$ cat config.mk
export PLATFORM = sky130hd
export DESIGN_NAME = deadline_timer_table_flat
export DESIGN_NICKNAME = d
export VERILOG_FILES = /design/src/rtl/core/dtt_pkg.sv /design/src/rtl/core/dtt_if.sv /design/src/rtl/core/deadline_timer_table.sv /design/src/rtl/core/dtt_datapath.sv /design/src/rtl/core/dtt_ctrl.sv /design/src/flat_wrapper.sv
export SDC_FILE = /design/constraint.sdc
export NUM_CORES = 2
export LEC_CHECK = 0
export BUFFER_PORTS_ARGS = -buffer_cell sky130_fd_sc_hd__buf_4
export CAP_MARGIN = 30
export CORE_MARGIN = 4
export CORE_UTILIZATION = 29
export CTS_CLUSTER_SIZE = 16
export DETAILED_ROUTE_END_ITERATION = 10
export PLACE_DENSITY_LB_ADDON = 0.08
export SYNTH_ARGS = -nofsm -noshare
export SYNTH_HDL_FRONTEND = slang
export SYNTH_SLANG_ARGS = --single-unit
$ cat constraint.sdc
create_clock -name i_clk -period 22.1 [get_ports i_clk]
set_input_delay 1.105 -clock i_clk [delete_from_list [all_inputs] [get_ports i_clk]]
set_output_delay 1.105 -clock i_clk [all_outputs]
set_load 0.02 [all_outputs]
$ cat src/rtl/core/dtt_pkg.sv
// Package for the deadline timer table.
// Holds command and status codes and the controller/datapath command and status types.
// No dependencies.
package dtt_pkg;

    localparam int          IDX_W          = 6;   // width of a slot number on the ports
    localparam int          MAX_OUT        = 16;  // most slots emitted by one expire
    localparam int          LIST_W         = 4;   // index into the expired-slot list
    localparam int          NLIST_W        = 5;   // count of listed slots, 0..MAX_OUT
    localparam logic [31:0] WINDOW_RESET   = 32'd3600000;
    localparam logic [63:0] NO_TIMER_DELAY = 64'hFFFF_FFFF_FFFF_FFFF;

    typedef enum logic [2:0] {
        CMD_ADD     = 3'd0,
        CMD_CANCEL  = 3'd1,
        CMD_REFRESH = 3'd2,
        CMD_RESET   = 3'd3,
        CMD_NEXT    = 3'd4,
        CMD_EXPIRE  = 3'd5,
        CMD_ANY     = 3'd6,
        CMD_UNUSED  = 3'd7
    } t_cmd;

    typedef enum logic [1:0] {
        ST_OK      = 2'd0,
        ST_NOTACT  = 2'd1,
        ST_FULL    = 2'd2,
        ST_NONE    = 2'd3
    } t_status;

    typedef enum logic [4:0] {
        OP_NONE,
        OP_LATCH,
        OP_ADD_WR,
        OP_CANCEL,
        OP_RD_ID,
        OP_REFRESH_WR,
        OP_RESET_START,
        OP_RESET_WR,
        OP_FS_CLR,
        OP_SCAN_CLR,
        OP_SCAN_ACT,
        OP_SCAN_DUE,
        OP_SCAN_REM,
        OP_ROLL_DIFF,
        OP_ROLL_SET,
        OP_PICK,
        OP_REARM_RD,
        OP_REARM_WR,
        OP_RES,
        OP_EMIT
    } t_op;

    typedef enum logic [2:0] {
        RES_OK,
        RES_NOTACT,
        RES_FULL,
        RES_EMPTY,
        RES_ADD,
        RES_INS,
        RES_NEXT
    } t_res;

    typedef enum logic [4:0] {
        S_IDLE,
        S_DECODE,
        S_REF_WR,
        S_RST_CHK,
        S_RST_WR,
        S_SCAN_INIT,
        S_SCAN,
        S_ROLL,
        S_DSCAN,
        S_DCHK,
        S_SEL_INIT,
        S_SEL,
        S_PICK,
        S_PCHK,
        S_RR,
        S_RW,
        S_EMIT,
        S_RES
    } t_state;

    typedef struct packed {
        t_op               op;
        logic              rd_en;
        logic [IDX_W-1:0]  idx;
        logic [LIST_W-1:0] k;
        t_res              res;
        logic              last;
    } t_dp_cmd;

    typedef struct packed {
        logic [2:0]         cmd;
        logic               id_ok;
        logic               act_id;
        logic               free_ok;
        logic               any_act;
        logic               ivl_eq;
        logic               fnow;
        logic               due_any;
        logic [NLIST_W-1:0] nlist;
        logic               out_free;
    } t_dp_sts;

endpackage

$ cat src/rtl/core/dtt_if.sv
// Valid/ready channel interfaces for the deadline timer table.
// Command channel and result channel; no dependencies.
interface tmr_in_if;
    logic        valid;
    logic        ready;
    logic [2:0]  command;
    logic [5:0]  timer_id;
    logic [31:0] interval_ms;
    logic        recurring;
    logic        restart_now;
    logic [63:0] now_ms;

    modport source (output valid, command, timer_id, interval_ms, recurring, restart_now,
                    now_ms, input ready);
    modport sink   (input valid, command, timer_id, interval_ms, recurring, restart_now,
                    now_ms, output ready);
endinterface

interface tmr_out_if;
    logic        valid;
    logic        ready;
    logic [5:0]  slot_id;
    logic [1:0]  status;
    logic [63:0] delay_ms;
    logic        new_earliest;
    logic        any_active;
    logic        last;

    modport source (output valid, slot_id, status, delay_ms, new_earliest, any_active, last,
                    input ready);
    modport sink   (input valid, slot_id, status, delay_ms, new_earliest, any_active, last,
                    output ready);
endinterface

$ cat src/rtl/core/deadline_timer_table.sv
// Top level of the deadline timer table: joins the controller and the datapath.
// Depends on dtt_pkg, dtt_if, dtt_ctrl and dtt_datapath.
//
// Commands arrive on i_cmd (valid/ready) and carry the current time; results leave on
// o_res, one per command, or one per expired slot for expire with last on the final one.
// i_cfg_we/i_cfg_wdata write the rollover window; write it only while the block is idle.
// One command is worked at a time. The slot deadlines sit in a memory that is scanned
// one slot per cycle; an expire lists and reports at most 16 due slots. The result sits
// in an output register, so a new command is taken while the last result of the
// previous one still waits. When the receiver stalls, an expire holds with its next
// result ready until the register frees. A synchronous reset empties the table, clears
// the time and pending signal state and restores the window to 3600000 ms.
module deadline_timer_table
    import dtt_pkg::*;
#(
    parameter int NUM_TIMERS = 16
) (
    input  logic        i_clk,
    input  logic        i_rst_n,
    input  logic        i_cfg_we,
    input  logic [31:0] i_cfg_wdata,
    tmr_in_if.sink      i_cmd,
    tmr_out_if.source   o_res
);

    t_dp_cmd dp_cmd;
    t_dp_sts dp_sts;
    logic    in_ready;

    assign i_cmd.ready = in_ready;

    dtt_ctrl #(
        .NUM_TIMERS (NUM_TIMERS)
    ) u_ctrl (
        .i_clk      (i_clk),
        .i_rst_n    (i_rst_n),
        .i_in_valid (i_cmd.valid),
        .o_in_ready (in_ready),
        .i_dp_sts   (dp_sts),
        .o_dp_cmd   (dp_cmd)
    );

    dtt_datapath #(
        .NUM_TIMERS (NUM_TIMERS)
    ) u_datapath (
        .i_clk       (i_clk),
        .i_rst_n     (i_rst_n),
        .i_cfg_we    (i_cfg_we),
        .i_cfg_wdata (i_cfg_wdata),
        .i_cmd       (i_cmd),
        .o_res       (o_res),
        .i_dp_cmd    (dp_cmd),
        .o_dp_sts    (dp_sts)
    );

endmodule

$ cat src/rtl/core/dtt_datapath.sv
// Datapath of the deadline timer table: slot flags, interval and deadline memories,
// scan compare, expired-slot list and the result register. Depends on dtt_pkg and dtt_if.
module dtt_datapath
    import dtt_pkg::*;
#(
    parameter int NUM_TIMERS = 16
) (
    input  logic         i_clk,
    input  logic         i_rst_n,
    input  logic         i_cfg_we,
    input  logic [31:0]  i_cfg_wdata,
    tmr_in_if.sink       i_cmd,
    tmr_out_if.source    o_res,
    input  t_dp_cmd      i_dp_cmd,
    output t_dp_sts      o_dp_sts
);

    localparam int IW = $clog2(NUM_TIMERS);

    logic [63:0] dl_mem [NUM_TIMERS];
    logic [31:0] iv_mem [NUM_TIMERS];

    logic [NUM_TIMERS-1:0] r_active, r_rec, r_due;
    logic [IW-1:0]         r_list [MAX_OUT];
    logic [NLIST_W-1:0]    r_nlist;

    logic [2:0]  r_cmd;
    logic [5:0]  r_id;
    logic [31:0] r_ivl;
    logic        r_rec_in, r_fnow;
    logic [63:0] r_now;

    logic [31:0] r_window;
    logic [63:0] r_prev;
    logic        r_fs;
    logic [63:0] r_dl_q;
    logic [31:0] r_iv_q;
    logic [IW-1:0] r_q_idx;
    logic        r_q_vld;
    logic        r_best_vld;
    logic [IW-1:0] r_best_idx;
    logic [63:0] r_best_dl;
    logic [63:0] r_diff, r_start;
    logic        r_lt, r_roll;
    logic [IW-1:0] r_tgt;

    logic        r_ov;
    logic [5:0]  r_o_slot;
    logic [1:0]  r_o_st;
    logic [63:0] r_o_dly;
    logic        r_o_ne, r_o_any, r_o_last;

    logic [IW-1:0] free_idx, id_ix, list_k, rd_addr, wr_addr;
    logic          free_ok, id_ok, rd_en, load;
    logic          wr_dl_en, wr_iv_en;
    logic [63:0]   wr_dl;
    logic [31:0]   wr_iv;
    logic          mask_bit, better;
    logic [5:0]    res_slot;
    t_status       res_st;
    logic [63:0]   res_dly;
    logic          res_ne, res_last;

    assign id_ok  = {1'b0, r_id} < 7'(NUM_TIMERS);
    assign id_ix  = r_id[IW-1:0];
    assign list_k = r_list[i_dp_cmd.k];

    // lowest free slot
    always_comb begin
        free_ok  = 1'b0;
        free_idx = '0;
        for (int i = NUM_TIMERS - 1; i >= 0; i--) begin
            if (!r_active[i]) begin
                free_ok  = 1'b1;
                free_idx = IW'(i);
            end
        end
    end

    always_comb begin
        rd_en   = i_dp_cmd.rd_en;
        rd_addr = i_dp_cmd.idx[IW-1:0];
        case (i_dp_cmd.op)
            OP_RD_ID: begin
                rd_en   = 1'b1;
                rd_addr = id_ix;
            end
            OP_REARM_RD: begin
                rd_en   = 1'b1;
                rd_addr = list_k;
            end
            default: ;
        endcase
    end

    always_comb begin
        wr_dl_en = 1'b0;
        wr_iv_en = 1'b0;
        wr_addr  = id_ix;
        wr_dl    = r_now + 64'(r_iv_q);
        wr_iv    = r_ivl;
        case (i_dp_cmd.op)
            OP_ADD_WR: begin
                wr_dl_en = 1'b1;
                wr_iv_en = 1'b1;
                wr_addr  = free_idx;
                wr_dl    = r_now + 64'(r_ivl);
            end
            OP_REFRESH_WR: wr_dl_en = 1'b1;
            OP_RESET_WR: begin
                wr_dl_en = 1'b1;
                wr_iv_en = 1'b1;
                wr_dl    = r_start + 64'(r_ivl);
            end
            OP_REARM_WR: begin
                wr_dl_en = r_rec[list_k];
                wr_addr  = list_k;
            end
            default: ;
        endcase
    end

    always_ff @(posedge i_clk) begin
        if (wr_dl_en) begin
            dl_mem[wr_addr] <= wr_dl;
        end
        if (wr_iv_en) begin
            iv_mem[wr_addr] <= wr_iv;
        end
        if (rd_en) begin
            r_dl_q <= dl_mem[rd_addr];
            r_iv_q <= iv_mem[rd_addr];
        end
        r_q_idx <= i_dp_cmd.idx[IW-1:0];
    end

    assign mask_bit = (i_dp_cmd.op == OP_SCAN_ACT) ? r_active[r_q_idx] : r_due[r_q_idx];
    assign better   = mask_bit && (!r_best_vld || r_dl_q < r_best_dl);

    // result fields for the item being loaded
    always_comb begin
        res_slot = '0;
        res_st   = ST_OK;
        res_dly  = '0;
        res_ne   = 1'b0;
        res_last = 1'b1;
        if (i_dp_cmd.op == OP_EMIT) begin
            res_slot = 6'(list_k);
            res_last = i_dp_cmd.last;
        end else begin
            case (i_dp_cmd.res)
                RES_OK:     res_st = ST_OK;
                RES_NOTACT: res_st = ST_NOTACT;
                RES_FULL:   res_st = ST_FULL;
                RES_EMPTY:  res_st = ST_NONE;
                RES_ADD: begin
                    res_slot = 6'(r_tgt);
                    res_ne   = r_best_vld && r_best_idx == r_tgt && !r_fs;
                end
                RES_INS:    res_ne = r_best_vld && r_best_idx == r_tgt && !r_fs;
                RES_NEXT: begin
                    if (!r_best_vld) begin
                        res_st  = ST_NONE;
                        res_dly = NO_TIMER_DELAY;
                    end else if (r_now >= r_best_dl) begin
                        res_dly = '0;
                    end else begin
                        res_dly = r_best_dl - r_now;
                    end
                end
                default: ;
            endcase
        end
    end

    assign load = i_dp_cmd.op == OP_RES || i_dp_cmd.op == OP_EMIT;

    always_ff @(posedge i_clk) begin
        if (!i_rst_n) begin
            r_active   <= '0;
            r_rec      <= '0;
            r_due      <= '0;
            r_nlist    <= '0;
            r_prev     <= '0;
            r_fs       <= 1'b0;
            r_window   <= WINDOW_RESET;
            r_q_vld    <= 1'b0;
            r_best_vld <= 1'b0;
            r_ov       <= 1'b0;
        end else begin
            r_q_vld <= i_dp_cmd.rd_en;
            if (i_cfg_we) begin
                r_window <= i_cfg_wdata;
            end
            if (load) begin
                r_ov <= 1'b1;
            end else if (o_res.ready) begin
                r_ov <= 1'b0;
            end
            case (i_dp_cmd.op)
                OP_ADD_WR: begin
                    r_active[free_idx] <= 1'b1;
                    r_rec[free_idx]    <= r_rec_in;
                end
                OP_CANCEL:  r_active[id_ix] <= 1'b0;
                OP_FS_CLR:  r_fs <= 1'b0;
                OP_SCAN_CLR: r_best_vld <= 1'b0;
                OP_SCAN_ACT, OP_SCAN_REM: begin
                    if (r_q_vld && better) begin
                        r_best_vld <= 1'b1;
                    end
                end
                OP_SCAN_DUE: begin
                    if (r_q_vld) begin
                        r_due[r_q_idx] <= r_active[r_q_idx] && (r_roll || r_dl_q <= r_now);
                    end
                end
                OP_ROLL_SET: begin
                    r_prev  <= r_now;
                    r_due   <= '0;
                    r_nlist <= '0;
                end
                OP_PICK: begin
                    r_due[r_best_idx] <= 1'b0;
                    r_nlist           <= r_nlist + 1'b1;
                end
                OP_REARM_WR: begin
                    if (!r_rec[list_k]) begin
                        r_active[list_k] <= 1'b0;
                    end
                end
                OP_RES, OP_EMIT: begin
                    if (res_ne) begin
                        r_fs <= 1'b1;
                    end
                end
                default: ;
            endcase
        end
    end

    // payload registers
    always_ff @(posedge i_clk) begin
        case (i_dp_cmd.op)
            OP_LATCH: begin
                r_cmd    <= i_cmd.command;
                r_id     <= i_cmd.timer_id;
                r_ivl    <= i_cmd.interval_ms;
                r_rec_in <= i_cmd.recurring;
                r_fnow   <= i_cmd.restart_now;
                r_now    <= i_cmd.now_ms;
            end
            OP_ADD_WR:      r_tgt <= free_idx;
            OP_RESET_WR:    r_tgt <= id_ix;
            OP_RESET_START: r_start <= r_fnow ? r_now : r_dl_q - 64'(r_iv_q);
            OP_ROLL_DIFF: begin
                r_diff <= r_prev - r_now;
                r_lt   <= r_now < r_prev;
            end
            OP_ROLL_SET:    r_roll <= r_lt && r_diff > 64'(r_window);
            OP_SCAN_ACT, OP_SCAN_REM: begin
                if (r_q_vld && better) begin
                    r_best_idx <= r_q_idx;
                    r_best_dl  <= r_dl_q;
                end
            end
            OP_PICK:        r_list[r_nlist[LIST_W-1:0]] <= r_best_idx;
            default: ;
        endcase
        if (load) begin
            r_o_slot <= res_slot;
            r_o_st   <= res_st;
            r_o_dly  <= res_dly;
            r_o_ne   <= res_ne;
            r_o_any  <= |r_active;
            r_o_last <= res_last;
        end
    end

    assign o_res.valid        = r_ov;
    assign o_res.slot_id      = r_o_slot;
    assign o_res.status       = r_o_st;
    assign o_res.delay_ms     = r_o_dly;
    assign o_res.new_earliest = r_o_ne;
    assign o_res.any_active   = r_o_any;
    assign o_res.last         = r_o_last;

    assign o_dp_sts.cmd      = r_cmd;
    assign o_dp_sts.id_ok    = id_ok;
    assign o_dp_sts.act_id   = id_ok && r_active[id_ix];
    assign o_dp_sts.free_ok  = free_ok;
    assign o_dp_sts.any_act  = |r_active;
    assign o_dp_sts.ivl_eq   = r_iv_q == r_ivl;
    assign o_dp_sts.fnow     = r_fnow;
    assign o_dp_sts.due_any  = |r_due;
    assign o_dp_sts.nlist    = r_nlist;
    assign o_dp_sts.out_free = !r_ov || o_res.ready;

    a_nlist_bound: assert property (@(posedge i_clk) disable iff (!i_rst_n)
        r_nlist <= NLIST_W'(MAX_OUT))
        else $error("expired list overflow");

    a_add_sets_active: assert property (@(posedge i_clk) disable iff (!i_rst_n)
        i_dp_cmd.op == OP_ADD_WR |=> r_active[$past(free_idx)])
        else $error("added slot not active");

    a_fs_with_signal: assert property (@(posedge i_clk) disable iff (!i_rst_n)
        $rose(r_fs) |-> r_ov && r_o_ne)
        else $error("front signal pending without a reported new earliest");

endmodule

$ cat src/rtl/core/dtt_ctrl.sv
// Controller of the deadline timer table: command sequencer and slot scan counters.
// Drives dtt_datapath through t_dp_cmd; depends on dtt_pkg.
module dtt_ctrl
    import dtt_pkg::*;
#(
    parameter int NUM_TIMERS = 16
) (
    input  logic    i_clk,
    input  logic    i_rst_n,
    input  logic    i_in_valid,
    output logic    o_in_ready,
    input  t_dp_sts i_dp_sts,
    output t_dp_cmd o_dp_cmd
);

    localparam int CW = $clog2(NUM_TIMERS + 1);

    t_state            r_state, n_state;
    logic [CW-1:0]     r_cnt, n_cnt;
    logic [LIST_W-1:0] r_k, n_k;
    t_res              r_res, n_res;
    logic              scan_end, k_last;

    assign scan_end = r_cnt == CW'(NUM_TIMERS);
    assign k_last   = NLIST_W'(r_k) + 1'b1 == i_dp_sts.nlist;

    always_ff @(posedge i_clk) begin
        if (!i_rst_n) begin
            r_state <= S_IDLE;
            r_cnt   <= '0;
            r_k     <= '0;
            r_res   <= RES_OK;
        end else begin
            r_state <= n_state;
            r_cnt   <= n_cnt;
            r_k     <= n_k;
            r_res   <= n_res;
        end
    end

    always_comb begin
        n_state    = r_state;
        n_cnt      = r_cnt;
        n_k        = r_k;
        n_res      = r_res;
        o_in_ready = 1'b0;
        o_dp_cmd   = '{op: OP_NONE, rd_en: 1'b0, idx: IDX_W'(r_cnt), k: r_k,
                       res: r_res, last: k_last};
        case (r_state)
            S_IDLE: begin
                o_in_ready = 1'b1;
                if (i_in_valid) begin
                    o_dp_cmd.op = OP_LATCH;
                    n_state     = S_DECODE;
                end
            end
            S_DECODE: begin
                n_state = S_RES;
                n_res   = RES_OK;
                case (i_dp_sts.cmd)
                    CMD_ADD: begin
                        if (!i_dp_sts.free_ok) begin
                            n_res = RES_FULL;
                        end else begin
                            o_dp_cmd.op = OP_ADD_WR;
                            n_state     = S_SCAN_INIT;
                        end
                    end
                    CMD_CANCEL: begin
                        if (i_dp_sts.act_id) begin
                            o_dp_cmd.op = OP_CANCEL;
                        end else begin
                            n_res = RES_NOTACT;
                        end
                    end
                    CMD_REFRESH: begin
                        if (i_dp_sts.act_id) begin
                            o_dp_cmd.op = OP_RD_ID;
                            n_state     = S_REF_WR;
                        end else begin
                            n_res = RES_NOTACT;
                        end
                    end
                    CMD_RESET: begin
                        if (i_dp_sts.id_ok) begin
                            o_dp_cmd.op = OP_RD_ID;
                            n_state     = S_RST_CHK;
                        end else begin
                            n_res = RES_NOTACT;
                        end
                    end
                    CMD_NEXT: begin
                        o_dp_cmd.op = OP_FS_CLR;
                        n_state     = S_SCAN_INIT;
                    end
                    CMD_EXPIRE: begin
                        if (!i_dp_sts.any_act) begin
                            n_res = RES_EMPTY;
                        end else begin
                            o_dp_cmd.op = OP_ROLL_DIFF;
                            n_state     = S_ROLL;
                        end
                    end
                    default: ;
                endcase
            end
            S_REF_WR: begin
                o_dp_cmd.op = OP_REFRESH_WR;
                n_res       = RES_OK;
                n_state     = S_RES;
            end
            S_RST_CHK: begin
                n_state = S_RES;
                if (i_dp_sts.ivl_eq && !i_dp_sts.fnow) begin
                    n_res = RES_OK;
                end else if (i_dp_sts.act_id) begin
                    o_dp_cmd.op = OP_RESET_START;
                    n_state     = S_RST_WR;
                end else begin
                    n_res = RES_NOTACT;
                end
            end
            S_RST_WR: begin
                o_dp_cmd.op = OP_RESET_WR;
                n_state     = S_SCAN_INIT;
            end
            S_SCAN_INIT: begin
                o_dp_cmd.op = OP_SCAN_CLR;
                n_cnt       = '0;
                n_state     = S_SCAN;
            end
            S_SCAN: begin
                // one slot read per cycle; the compare works on the registered read data
                o_dp_cmd.op    = OP_SCAN_ACT;
                o_dp_cmd.rd_en = !scan_end;
                n_cnt          = r_cnt + 1'b1;
                if (scan_end) begin
                    n_state = S_RES;
                    case (i_dp_sts.cmd)
                        CMD_ADD:  n_res = RES_ADD;
                        CMD_NEXT: n_res = RES_NEXT;
                        default:  n_res = RES_INS;
                    endcase
                end
            end
            S_ROLL: begin
                o_dp_cmd.op = OP_ROLL_SET;
                n_cnt       = '0;
                n_state     = S_DSCAN;
            end
            S_DSCAN: begin
                o_dp_cmd.op    = OP_SCAN_DUE;
                o_dp_cmd.rd_en = !scan_end;
                n_cnt          = r_cnt + 1'b1;
                if (scan_end) begin
                    n_state = S_DCHK;
                end
            end
            S_DCHK: begin
                if (!i_dp_sts.due_any) begin
                    n_res   = RES_EMPTY;
                    n_state = S_RES;
                end else begin
                    n_state = S_SEL_INIT;
                end
            end
            S_SEL_INIT: begin
                o_dp_cmd.op = OP_SCAN_CLR;
                n_cnt       = '0;
                n_state     = S_SEL;
            end
            S_SEL: begin
                o_dp_cmd.op    = OP_SCAN_REM;
                o_dp_cmd.rd_en = !scan_end;
                n_cnt          = r_cnt + 1'b1;
                if (scan_end) begin
                    n_state = S_PICK;
                end
            end
            S_PICK: begin
                o_dp_cmd.op = OP_PICK;
                n_state     = S_PCHK;
            end
            S_PCHK: begin
                // stop at the list limit; leftover due slots stay untouched
                if (i_dp_sts.due_any && i_dp_sts.nlist != NLIST_W'(MAX_OUT)) begin
                    n_state = S_SEL_INIT;
                end else begin
                    n_k     = '0;
                    n_state = S_RR;
                end
            end
            S_RR: begin
                o_dp_cmd.op = OP_REARM_RD;
                n_state     = S_RW;
            end
            S_RW: begin
                o_dp_cmd.op = OP_REARM_WR;
                if (k_last) begin
                    n_k     = '0;
                    n_state = S_EMIT;
                end else begin
                    n_k     = r_k + 1'b1;
                    n_state = S_RR;
                end
            end
            S_EMIT: begin
                if (i_dp_sts.out_free) begin
                    o_dp_cmd.op = OP_EMIT;
                    n_k         = r_k + 1'b1;
                    if (k_last) begin
                        n_state = S_IDLE;
                    end
                end
            end
            S_RES: begin
                if (i_dp_sts.out_free) begin
                    o_dp_cmd.op = OP_RES;
                    n_state     = S_IDLE;
                end
            end
            default: n_state = S_IDLE;
        endcase
    end

endmodule
$ cat src/flat_wrapper.sv
// flat-port wrapper written by rule: the top's interface ports become plain ports
module deadline_timer_table_flat import dtt_pkg::*;
#(
    parameter int NUM_TIMERS = 16
)
  (i_clk, i_rst_n, i_cfg_we, i_cfg_wdata, i_cmd_valid, i_cmd_command, i_cmd_timer_id, i_cmd_interval_ms, i_cmd_recurring, i_cmd_restart_now, i_cmd_now_ms, i_cmd_ready, o_res_valid, o_res_slot_id, o_res_status, o_res_delay_ms, o_res_new_earliest, o_res_any_active, o_res_last, o_res_ready);
  tmr_in_if i_cmd_i ();
  tmr_out_if o_res_i ();
  input  logic i_clk;
  input  logic i_rst_n;
  input  logic i_cfg_we;
  input  logic [31:0] i_cfg_wdata;
  input wire logic [$bits(i_cmd_i.valid)-1:0] i_cmd_valid;
  input wire logic [$bits(i_cmd_i.command)-1:0] i_cmd_command;
  input wire logic [$bits(i_cmd_i.timer_id)-1:0] i_cmd_timer_id;
  input wire logic [$bits(i_cmd_i.interval_ms)-1:0] i_cmd_interval_ms;
  input wire logic [$bits(i_cmd_i.recurring)-1:0] i_cmd_recurring;
  input wire logic [$bits(i_cmd_i.restart_now)-1:0] i_cmd_restart_now;
  input wire logic [$bits(i_cmd_i.now_ms)-1:0] i_cmd_now_ms;
  output wire logic [$bits(i_cmd_i.ready)-1:0] i_cmd_ready;
  output wire logic [$bits(o_res_i.valid)-1:0] o_res_valid;
  output wire logic [$bits(o_res_i.slot_id)-1:0] o_res_slot_id;
  output wire logic [$bits(o_res_i.status)-1:0] o_res_status;
  output wire logic [$bits(o_res_i.delay_ms)-1:0] o_res_delay_ms;
  output wire logic [$bits(o_res_i.new_earliest)-1:0] o_res_new_earliest;
  output wire logic [$bits(o_res_i.any_active)-1:0] o_res_any_active;
  output wire logic [$bits(o_res_i.last)-1:0] o_res_last;
  input wire logic [$bits(o_res_i.ready)-1:0] o_res_ready;
  assign i_cmd_i.valid = i_cmd_valid;
  assign i_cmd_i.command = i_cmd_command;
  assign i_cmd_i.timer_id = i_cmd_timer_id;
  assign i_cmd_i.interval_ms = i_cmd_interval_ms;
  assign i_cmd_i.recurring = i_cmd_recurring;
  assign i_cmd_i.restart_now = i_cmd_restart_now;
  assign i_cmd_i.now_ms = i_cmd_now_ms;
  assign i_cmd_ready = i_cmd_i.ready;
  assign o_res_valid = o_res_i.valid;
  assign o_res_slot_id = o_res_i.slot_id;
  assign o_res_status = o_res_i.status;
  assign o_res_delay_ms = o_res_i.delay_ms;
  assign o_res_new_earliest = o_res_i.new_earliest;
  assign o_res_any_active = o_res_i.any_active;
  assign o_res_last = o_res_i.last;
  assign o_res_i.ready = o_res_ready;
  deadline_timer_table #(.NUM_TIMERS(NUM_TIMERS)) u_core (.i_clk(i_clk), .i_rst_n(i_rst_n), .i_cfg_we(i_cfg_we), .i_cfg_wdata(i_cfg_wdata), .i_cmd(i_cmd_i), .o_res(o_res_i));
endmodule
# Word-level counts from Yosys, hierarchy flattened
# Memories as Yosys holds them, arrays and structs flattened. A register that Yosys moved wholly into a read port is not among the register bits.
# Index checks and enable logic that the tools add are counted.
# totals
ff_bits	558
ram_bits	1600
in_bits	144
out_inout_bits	77
word_cells	330
n_memories	3
# memory_table
memory	words	word_bits	rd	rd_ports_with_merged_regs	write_ports	line	text
u_core.u_datapath.dl_mem	16	64	1	1	1	dtt_datapath.sv:20	logic [63:0] dl_mem [NUM_TIMERS];
u_core.u_datapath.iv_mem	16	32	1	1	1	dtt_datapath.sv:21	logic [31:0] iv_mem [NUM_TIMERS];
u_core.u_datapath.r_list	16	4	1	1	1	dtt_datapath.sv:24	logic [IW-1:0] r_list [MAX_OUT];
# op_classes
add_sub_neg	10
order_cmp	16
eq_ne	66
mux	136
bitwise	8
n_reduce_logical	56
# ops
cell	n
$add A64 B32 Y64	3
$mux W64	3
$lt A64 B64 Y1	2
$pmux W64 S2	1
$sub A64 B64 Y64	2
$mux W4	24
$pmux W16 S3	2
$pmux W5 S18	1
$mux W5	17
$eq A5 B4 Y1 const B	16
$pmux W5 S15	1
$ge A64 B64 Y1	1
$gt A64 B32 Y1	1
$le A64 B64 Y1	1
$sub A64 B32 Y64	1
$and A16 B16 Y16	3
$not A16 Y16	3
$mux W1	45
$eq A5 B3 Y1 const B	8
$eq A5 B5 Y1 const B	7
$bwmux W16	2
$eq A32 B32 Y1	1
$mux W16	2
$reduce_or A16 Y1	2
other kinds (46)	143

# Depth between registers and ports, before layout
# logic_depth
word_depth	25
mapped_depth	28
ltp_nobuf	19

# Worst setup path after synthesis
# Ideal clock, no wire load.
# synth_path
path_kind	register -> register
from	register with a tool-made name
to	memory u_core.u_datapath.dl_mem[0][0] (enable)
setup_ns	0.644
t_arrival_ns	9.327
t_required_ns	21.456
setup_slack_ns	12.129
path_stages_with_launch	12
cell_sequence	dfxtp_1 -> clkbuf_1 -> buf_2 -> mux4_2 -> mux4_2 -> clkbuf_1 -> nor2b_1 -> a221oi_1 -> a211oi_1 -> a211oi_1 -> a211oi_1 -> nor4_1
# synth_rtl
element	line
end, declared	dtt_datapath.sv:20

# Final worst setup path
# layout_path
from	register u_core.u_datapath.r_id[0]
to	register u_core.u_datapath.r_dl_q[41] (read register of u_core.u_datapath.dl_mem) (data pin)
# layout_between
elab_chain_len	9
elab_cells_between_ends	16
cone_classes	order compare (1); eq/ne (2); mux (11); reduce/logical (2)
# layout_lines
element	line	text
start, declared	dtt_datapath.sv:28	logic [5:0] r_id;
start signal, assigned	dtt_datapath.sv:247	r_id <= i_cmd.timer_id;
$bmux W1 S4	dtt_datapath.sv:290	assign o_dp_sts.act_id = id_ok && r_active[id_ix];
$mux W1 (implied by the code)	dtt_datapath.sv:290	
$logic_and A1 B1 Y1	dtt_datapath.sv:290	
$mux W2 (tied with other cells)	dtt_ctrl.sv:70	if (i_dp_sts.act_id) begin
$pmux W4 S6 / $mux W3 (equally long branches)	dtt_ctrl.sv:60, dtt_ctrl.sv:114	
$pmux W5 S15	dtt_ctrl.sv:49	case (r_state)
$eq A5 B5 Y1 / $eq A5 B3 Y1 (equally long branches)	dtt_datapath.sv:83	case (i_dp_cmd.op)
$reduce_or A2 Y1 (no line)	n/a	
$mux W1	dtt_datapath.sv:83	
end, declared	dtt_datapath.sv:36	logic [63:0] r_dl_q;
# Parallel ways exist; a longest one is shown, timed or not. The select of a mux whose other input is x is not followed.
# A chain may end at the register's enable or synchronous reset.

==> run metrics <==
Switching Fraction=0.314; Max clock buf depth=4; Post-CTS Setup Bufs=0; layout cells sized above 1=0.114; fin util=0.339; critical path data arrival time=9500 ps; leak pwr=40.9 nW; I/O pin cnt=221; DPL Wire Length=246000 um; required time of the worst setup path=22700 ps; switching pwr=0.00401 W; cell taking the most area after synthesis=edfxtp_1; grt ovf=0; post-CTS sizing=0; Area contributors post-synth=edfxtp_1, mux2i_1, ha_1; number of synthesized register bits=2256; antenna violations before repair=14; Die Ht=609 um; die width=609 um; port buffer count=218; crit-path max cell delay=920 ps; number of remaining DRC errors=0; most frequent cells after synthesis=edfxtp_1, mux2i_1, nand2_1, a21oi_1, o22ai_1; vias in the first global route=68249; global-route wire length before repair=527000 um; Total GRT Usage=0.196; fmax=0.112 GHz; Initial DRC Count=5831; sequential share of power=0.434; Vias per Instance=5.16; DR top layer=met5; die area=0.371 mm^2; Slew @ Worst Pin=1280 ps; crit-path cells=mux4_2, a2bb2oi_1, a32oi_1, or2b_2, nor3_4, nor3_1, a41oi_2, a221o_4, buf_4, buf_4, buf_16, buf_4, buf_4, mux2i_1, o22ai_1, or4_1; crit start category=flip-flop; final worst slack=13200 ps; Antenna Violating Nets Remaining=0; Place WS=12800 ps; crit path kind=flip-flop to flip-flop; Final Max Tran Viols=0; CP dominant cell by count=buf_4; P&R area growth vs syn=16.4%; RePlAce Congestion=0.905; MaxCap Viol Count=0; post-synthesis cell count=7986; Final Cell Area=0.122 mm^2; placed inst area=0.113 mm^2; H-tree levels=5; Avg Cell Area, Syn=13.1 um^2; final worst-path cycle share=0.403; CTS clk-pin slew, worst paths=50 ps; Nets=8856; Post-synth EDFFs=2078; run status=completed; # setup viols final=0; CTS Sinks=2256; Pre-antenna DRT Iters=6; worst relative slew slack=0.147; met2 WL=170000 um; CORE AREA=0.359 mm^2; clock power share=0.345; met3 WL=16500 um; Buf+Inv Stages, Crit Path=5; via count=68644; CTS buffer count=273; Netlist cell types=89; Clk Latency, worst-skew pair=890 ps; routed len/inst=28.3 um; Crit-path slowest cell=edfxtp_1; Met1 Wirelength=182000 um; row cnt=220; Mapped Area=0.105 mm^2; VDD IR max=0.0000603 V; Synth warnings=0; Detailed Route WL=377000 um; Post-synth ARST share=0; setup TNS=0 ps; Pint=0.00875 W; Main synth FF type=edfxtp_1; most common cell in the netlist=edfxtp_1; Synth top area share=0.595; Final min period=8900 ps; Hold Crit Class=input pin to flip-flop; clock tree from TritonCTS=built; sequential-to-total area share from yosys stat=0.629; Clock Tree Root=clkbuf_16; largest net degree at the start of global routing=90; Gate power share=0.221; Setup crit end kind=flip-flop; Hold Violations, Final=0; Pwr per Cell Area=105 mW/mm^2; Initial Utilization=0.292; Worst Path Max Fanout=52; cts hold-fix bufs=0; Top delay family on crit path=buffers and inverters; Worst Clk Skew=39.0 ps; RSZ-0062 raised after global routing=no
worst register-to-register path, stage by stage (launching register included):
cell,delay [ps]
edfxtp_1,920
mux4_2,370
a2bb2oi_1,160
a32oi_1,180
or2b_2,420
nor3_4,720
nor3_1,250
a41oi_2,510
a221o_4,840
buf_4,830
buf_4,390
buf_16,330
buf_4,840
buf_4,840
mux2i_1,370
o22ai_1,110
or4_1,560
layout make-up:
cell class,instances,area (um^2)
Antenna cell,4,10.0
Clock buffer,335,7300
Clock inverter,141,1370
Fill cell,35237,237000
Inverter,277,1040
Multi-Input combinational cell,5073,36800
Sequential cell,2256,66000
Tap cell,4773,5970
Timing Repair Buffer,436,3610
worst paths after layout:
check,startpoint,to,slack [ps],cells past startpoint
hold / removal,i_cmd_interval_ms[6],u_core.u_datapath.r_ivl[6],390,1
setup / recovery,u_core.u_datapath.r_id[0],u_core.u_datapath.r_dl_q[41],13200,16
setup reg to reg,u_core.u_datapath.r_id[0],u_core.u_datapath.r_dl_q[41],13200,16
hold reg to reg,u_core.u_datapath.r_prev[0],u_core.u_datapath.r_prev[0],460,2
power by group through the flow:
stage                     Combinational [W]  Sequential, W  Clock [W]
final                               0.00283        0.00554    0.00440
after global routing                0.00306        0.00555    0.00471
after CTS                           0.00282        0.00553    0.00453
after detailed placement            0.00280        0.00562          0
after global placement              0.00276        0.00562          0
after floorplan                     0.00157        0.00553          0
through the flow:
step	cells	power (W)	hold slack (ps)
2_1_floorplan	7987	0.00710	381
3_3_place_gp	12777	0.00838	444
3_5_place_dp	12806	0.00842	451
4_1_cts	13282	0.0129	295
5_1_grt	13294	0.0133	341
6_report	13295	0.0128	391
state kept, by name (all words and copies together) (netlist names), 64 cells and up, named ones only:
signal and count:
u_core.u_datapath.dl_mem 1024, u_core.u_datapath.o_res.delay_ms 64, u_core.u_datapath.r_diff 64, u_core.u_datapath.r_dl_q 64
u_core.u_datapath.r_prev 64, u_core.u_datapath.iv_mem 512, u_core.u_datapath.r_start 64, u_core.u_datapath.r_list 64
u_core.u_datapath.r_now 64, u_core.u_datapath.r_best_dl 64
cells in the final DEF (no fill, tap or decap), types with 91 or more instances in the layout:
master        n
or4_1       103
a21oi_1     454
nand3_1     160
nor2_1      333
ha_1        390
xnor2_1     174
inv_1       274
a21o_1      177
dfxtp_1     177
buf_4       399
edfxtp_1   2078
o21ai_0     315
nor3_1       91
nand4_1     114
xor2_1      139
o22ai_1     399
mux2i_1     819
nand2_1     549
clkbuf_16   281
kinds of logic (layout without fill, tap and decap cells):
kind of cell | Yosys count | after routing | share of synthesized area
xor gates and xnor gates | 313 | 313 | 0.0262
DFF | 2256 | 2256 | 0.629
buffers and inverters | 658 | 1189 | 0.0254
muxes | 857 | 857 | 0.0857
adders and majority gates | 395 | 395 | 0.0475
AOI/OAI and AO/OA | 1753 | 1753 | 0.104
and+or+nand+nor | 1753 | 1753 | 0.0822
other | 1 | 6 | 0.0000358
per-layer routing:
layer | track usage | up-vias
met5 | 0 | -
met4 | 0.0430 | 2
met3 | 0.0210 | 375
met2 | 0.310 | 1739
met1 | 0.289 | 35181
li1 | - | 31347
Note: power is estimated with default switching activity, not from simulation.
